### src/hdl/guid_keyed_chained_hash_table_assert.svh
// Assertion macros used by the hash table back end
`ifndef GUID_KEYED_CHAINED_HASH_TABLE_ASSERT_SVH
`define GUID_KEYED_CHAINED_HASH_TABLE_ASSERT_SVH

// Same-cycle implication, disabled in reset
`define GHCT_ASSERT_NOW(lbl, ante, cons, msg) \
	lbl: assert property (@(posedge clk) disable iff (!arst_n) (ante) |-> (cons)) \
		else $error(msg);

// Next-cycle implication, disabled in reset
`define GHCT_ASSERT_NEXT(lbl, ante, cons, msg) \
	lbl: assert property (@(posedge clk) disable iff (!arst_n) (ante) |=> (cons)) \
		else $error(msg);

`endif

### src/hdl/ghct_pkg.sv
package ghct_pkg;

	localparam int MAX_KEY_BITS = 12;
	localparam int ENTRY_COUNT  = 4096;
	localparam int HANDLE_BITS  = 16;
	localparam int KIND_BITS    = 3;
	localparam int BUCKET_BITS  = MAX_KEY_BITS;
	localparam int BUCKET_COUNT = 1 << MAX_KEY_BITS;
	localparam int ENTRY_BITS   = $clog2(ENTRY_COUNT);
	localparam int IDX_BITS     = ENTRY_BITS + 1;
	localparam int QUEUE_DEPTH  = 2;

	// Empty link / empty bucket marker
	localparam logic [IDX_BITS-1:0] NONE = IDX_BITS'(ENTRY_COUNT);

	localparam logic [63:0] MIX_C0 = 64'd16292676669999574021;
	localparam logic [63:0] MIX_C1 = 64'd10242350189706880077;
	localparam logic [63:0] MIX_C2 = 64'd12844332200329132887;
	localparam logic [63:0] MIX_C3 = 64'd16728792139623414127;

	typedef enum logic [1:0] {
		OP_INSERT = 2'd0,
		OP_REMOVE = 2'd1,
		OP_LOOKUP = 2'd2,
		OP_RSVD   = 2'd3
	} op_t;

	typedef enum logic [1:0] {
		ST_OK        = 2'd0,
		ST_NOT_FOUND = 2'd1,
		ST_FULL      = 2'd2
	} status_t;

	typedef struct packed {
		logic [1:0]             opcode;
		logic [31:0]            guid_prefix_0;
		logic [31:0]            guid_prefix_1;
		logic [31:0]            guid_prefix_2;
		logic [31:0]            entity_word;
		logic [KIND_BITS-1:0]   obj_kind;
		logic [HANDLE_BITS-1:0] handle_in;
	} req_t;

	typedef struct packed {
		logic [1:0]             status;
		logic [HANDLE_BITS-1:0] handle_out;
		logic [BUCKET_BITS-1:0] bucket_out;
	} rsp_t;

	// Stored entry contents
	typedef struct packed {
		logic [63:0]            key_upper;
		logic [63:0]            key_lower;
		logic [KIND_BITS-1:0]   kind;
		logic [HANDLE_BITS-1:0] handle;
	} entry_t;

	// Classified request handed from front to back
	typedef struct packed {
		op_t                    op;
		entry_t                 ent;
		logic [BUCKET_BITS-1:0] bucket;
	} job_t;

	typedef enum logic [2:0] {
		S_INIT,
		S_IDLE,
		S_INS,
		S_HEAD,
		S_CMP,
		S_FREE,
		S_RESP
	} back_state_t;

endpackage

### src/hdl/ghct_fifo.sv
module ghct_fifo (
	input  logic           clk,
	input  logic           arst_n,
	input  logic           push,
	input  ghct_pkg::job_t push_data,
	output logic           full,
	input  logic           pop,
	output logic           empty,
	output ghct_pkg::job_t head
);
	import ghct_pkg::*;

	localparam int PTR_BITS = $clog2(QUEUE_DEPTH);

	job_t                mem_q [QUEUE_DEPTH];
	logic [PTR_BITS-1:0] wr_q, rd_q;
	logic [PTR_BITS:0]   cnt_q;

	assign full  = cnt_q == (PTR_BITS+1)'(QUEUE_DEPTH);
	assign empty = cnt_q == '0;
	assign head  = mem_q[rd_q];

	// Pointers and fill level
	always_ff @(posedge clk or negedge arst_n) begin
		if (!arst_n) begin
			wr_q  <= '0;
			rd_q  <= '0;
			cnt_q <= '0;
		end else begin
			if (push)
				wr_q <= (wr_q == PTR_BITS'(QUEUE_DEPTH-1)) ? '0 : wr_q + 1'b1;
			if (pop)
				rd_q <= (rd_q == PTR_BITS'(QUEUE_DEPTH-1)) ? '0 : rd_q + 1'b1;
			cnt_q <= cnt_q + (PTR_BITS+1)'(push) - (PTR_BITS+1)'(pop);
		end
	end

	// Storage
	always_ff @(posedge clk) begin
		if (push)
			mem_q[wr_q] <= push_data;
	end

endmodule

### config.mk
export PLATFORM = sky130hd
export DESIGN_NAME = ghct_fifo
export DESIGN_NICKNAME = d
export VERILOG_FILES = /design/src/hdl/guid_keyed_chained_hash_table_assert.svh /design/src/hdl/ghct_pkg.sv /design/src/hdl/ghct_fifo.sv
export SDC_FILE = /design/constraint.sdc
export NUM_CORES = 1
export LEC_CHECK = 0
export ABC_CLOCK_PERIOD_IN_PS = 13200
export BUFFER_PORTS_ARGS = -buffer_cell sky130_fd_sc_hd__buf_4
export CORE_MARGIN = 8
export CORE_UTILIZATION = 30
export CTS_CLUSTER_DIAMETER = 50
export DETAILED_ROUTE_END_ITERATION = 12
export HOLD_SLACK_MARGIN = 0.15
export SLEW_MARGIN = 10
export SYNTH_ARGS = -nofsm -noshare
export SYNTH_HDL_FRONTEND = slang
export SYNTH_SLANG_ARGS = --single-unit
### constraint.sdc
create_clock -name clk -period 13.2 [get_ports clk]
set_input_delay 1.32 -clock clk [delete_from_list [all_inputs] [get_ports clk]]
set_output_delay 1.32 -clock clk [all_outputs]
set_load 0.01 [all_outputs]
==> results.json <==
{
  "status": "finished, final reports clean",
  "portBuffers": 327,
  "dp_hpwl_um": 18300,
  "max_cap_viol_count": 0,
  "syn_area_mm2": 0.0121,
  "reg2reg_depth": 3,
  "grt-ovfl-total": 0,
  "ant_nets": 0,
  "yosysMostFrequentCell": "edfxtp_1",
  "hold_buffers": 0,
  "criticalPathCategory": "reg -> out",
  "pwr-share-comb_pct": 31.4,
  "place.gp.congestion": 0.684,
  "clkTransAtPathRegs_ns": 0.05,
  "clock_latency_ns": 0.53,
  "end_kind": "primary output",
  "p_clk_share_pct": 29.0,
  "vias_per_cell": 4.19,
  "ys_top_cells_by_count": "322 x edfxtp_1, 81 x mux2_2, 80 x mux2_4",
  "synth_top_area_cell": "edfxtp_1",
  "cts_setup_buffers": 0,
  "cellPowerDensity_mw_per_mm2": 218,
  "first_global_vias": 6676,
  "synth_top_area_share_pct": 79.7,
  "rows": 73,
  "dp_cells": 1358,
  "synth_ff_type": "edfxtp_1",
  "postSynthCellCount": 516,
  "start_kind": "register",
  "syn2layout_area_growth_pct": 35.4,
  "die_h_um": 217,
  "n_fill_cell": 3642,
  "fin_area_mm2": 0.0164,
  "max-vdd-ir-drop_v": 0.000111,
  "grt_max_degree": 69,
  "hold_viol_final": 0,
  "setup_viol": 0,
  "ys_warn_count": 0,
  "finalCriticalPeriod_ns": 4.60,
  "use_met3_pct": 4.51,
  "wl_per_cell_um": 18.7,
  "seqPwrFrac_pct": 39.6,
  "p_int_mw": 2.61,
  "coreArea_mm2": 0.0398,
  "vias": 5975,
  "antenna_found_initial": 0,
  "cts_buffer_depth": 3,
  "synth_seq_cells": 326,
  "skew_ns": 0.0121,
  "synth.avg_cell_area_um2": 23.5,
  "met1_usage_pct": 12.2,
  "clockRootBuffer": "clkbuf_16",
  "p_sw_share_pct": 27.3,
  "async_flop_share_pct": 1.23,
  "ctsResizeCount": 0,
  "max_freq_ghz": 0.218,
  "layout.nets": 1041,
  "period_share_pct": 34.8,
  "cts_tree": "done",
  "globalRouteMet2Util_pct": 18.0,
  "die_x_um": 217,
  "p_switching_mw": 0.978,
  "numCtsBuffers": 39,
  "grt-busiest-layer": "met2",
  "initial_core_util_pct": 30.5,
  "min_path_type": "reg -> reg",
  "ys_types": 13,
  "h-tree-depth": 2,
  "grt.total_usage_pct": 10.8,
  "synth_edf_count": 322,
  "slew_violations": 0,
  "worstPathRequired_ns": 11.88,
  "routed_wl_um": 26600,
  "finalSetupTns_ns": 0,
  "synth_area_leaders": "edfxtp_1 80%, mux2_4 9.9%, mux2_2 7.5%",
  "ys_seq_area_share_pct": 80.5,
  "drc": 0,
  "io-pin-count": 328,
  "reg2reg_slack_ns": 10.73,
  "cp.arrival_ns": 3.28,
  "final_layout_size_suffix_gt1_share_pct": 61.4,
  "p_leak_nw": 6.33,
  "critPathMaxFanout": 58,
  "drtIter0Drc": 319,
  "slew-limit-headroom_pct": 29.9,
  "max_slew.worst_pin.slew_ns": 1.05,
  "hold_slack_ns": 0.544,
  "die_area_mm2": 0.0471,
  "dpl_cell_area_mm2": 0.0152,
  "clock_sinks": 326,
  "grt_first_pass_wirelength_um": 39200,
  "grt_setup_unrepaired": "false",
  "syn-num-nets": 683,
  "drtPass1Iterations": 4,
  "worstHoldPathCells": 1,
  "num_antenna_cells": 0,
  "finalNonFillerCells": 1425
}
worst paths after layout:
| kind | to | startpoint |
|---|---|---|
| worst max-delay path | head[159] | rd_q |
| worst min-delay path | wr_q | wr_q |
| worst max register to register | mem_q[0][114] | wr_q |
| worst min register to register | wr_q | wr_q |
| max in group asynchronous | rd_q | arst_n |
| min in group asynchronous | cnt_q[1] | arst_n |
worst max-delay path: stages, from the launching register on:
cell and delay (ns):
dfrtp_4 0.45, buf_4 0.70, buf_4 0.88, mux2_2 0.43, buf_4 0.15
area by class of cell:
class | instances | area [µm²] | area share (%)
well taps | 525 | 657 | 4.00
flip-flops and latches | 326 | 9770 | 59.5
inverters | 2 | 7.51 | 0.0457
multi-input cells | 170 | 2210 | 13.5
clock inverters | 21 | 223 | 1.36
clock buffers | 46 | 1040 | 6.36
repair buffers | 335 | 2510 | 15.3
power groups by stage:
| stage | sequential, mW | clock (mW) | combinational, mW |
|---|---|---|---|
| 4_1_cts | 1.42 | 1.08 | 1.16 |
| 6_report | 1.42 | 1.04 | 1.13 |
| 3_3_place_gp | 1.44 | 0 | 1.16 |
| 2_1_floorplan | 1.47 | 0 | 0.669 |
| 5_1_grt | 1.44 | 1.12 | 1.21 |
| 3_5_place_dp | 1.45 | 0 | 1.16 |
cells in the final DEF, fill, tap and decap left out, drive strengths merged:
cell,netlist,final
bufinv,0,4
xor3,1,1
clkbuf,0,46
buf,18,335
xor2,2,2
inv,2,5
ha,2,2
mux2,161,161
clkinv,0,11
and2,1,1
nor2b,2,2
nor2,1,1
dfrtp,4,4
clkinvlp,0,3
edfxtp,322,322
state kept, by name (all words and copies together) (netlist names):
register  count
cnt_q         2
rd_q          1
mem_q       322
wr_q          1
routing by layer:
| layer | part of all wire [%] | routed length, µm |
|---|---|---|
| met1 | 39 | 10400 |
| met2 | 49 | 12900 |
| met3 | 9.6 | 2560 |
| met4 | 2.9 | 765 |
| met5 | 0 | 0 |
stage by stage:
step / total power [mW] / worst slack, ns / utilization (%)
2_1_floorplan: 2.14 / 4.22 / -
3_3_place_gp: 2.59 / 9.11 / 38.1
3_5_place_dp: 2.60 / 9.11 / 38.1
4_1_cts: 3.67 / 8.49 / 41.3
5_1_grt: 3.77 / 8.40 / 41.3
6_report: 3.59 / 8.60 / 41.3
logic make-up (layout without fill, tap and decap cells):
| family | after synthesis | in the layout | share of synthesized area (%) |
|---|---|---|---|
| fa+ha+maj | 2 | 2 | 0.206 |
| buf+inv | 20 | 404 | 1.32 |
| xor+xnor | 3 | 3 | 0.340 |
| mux | 161 | 161 | 17.4 |
| flops | 326 | 326 | 80.5 |
| simple gates | 4 | 4 | 0.186 |
Power figures use the tool's default switching activity.
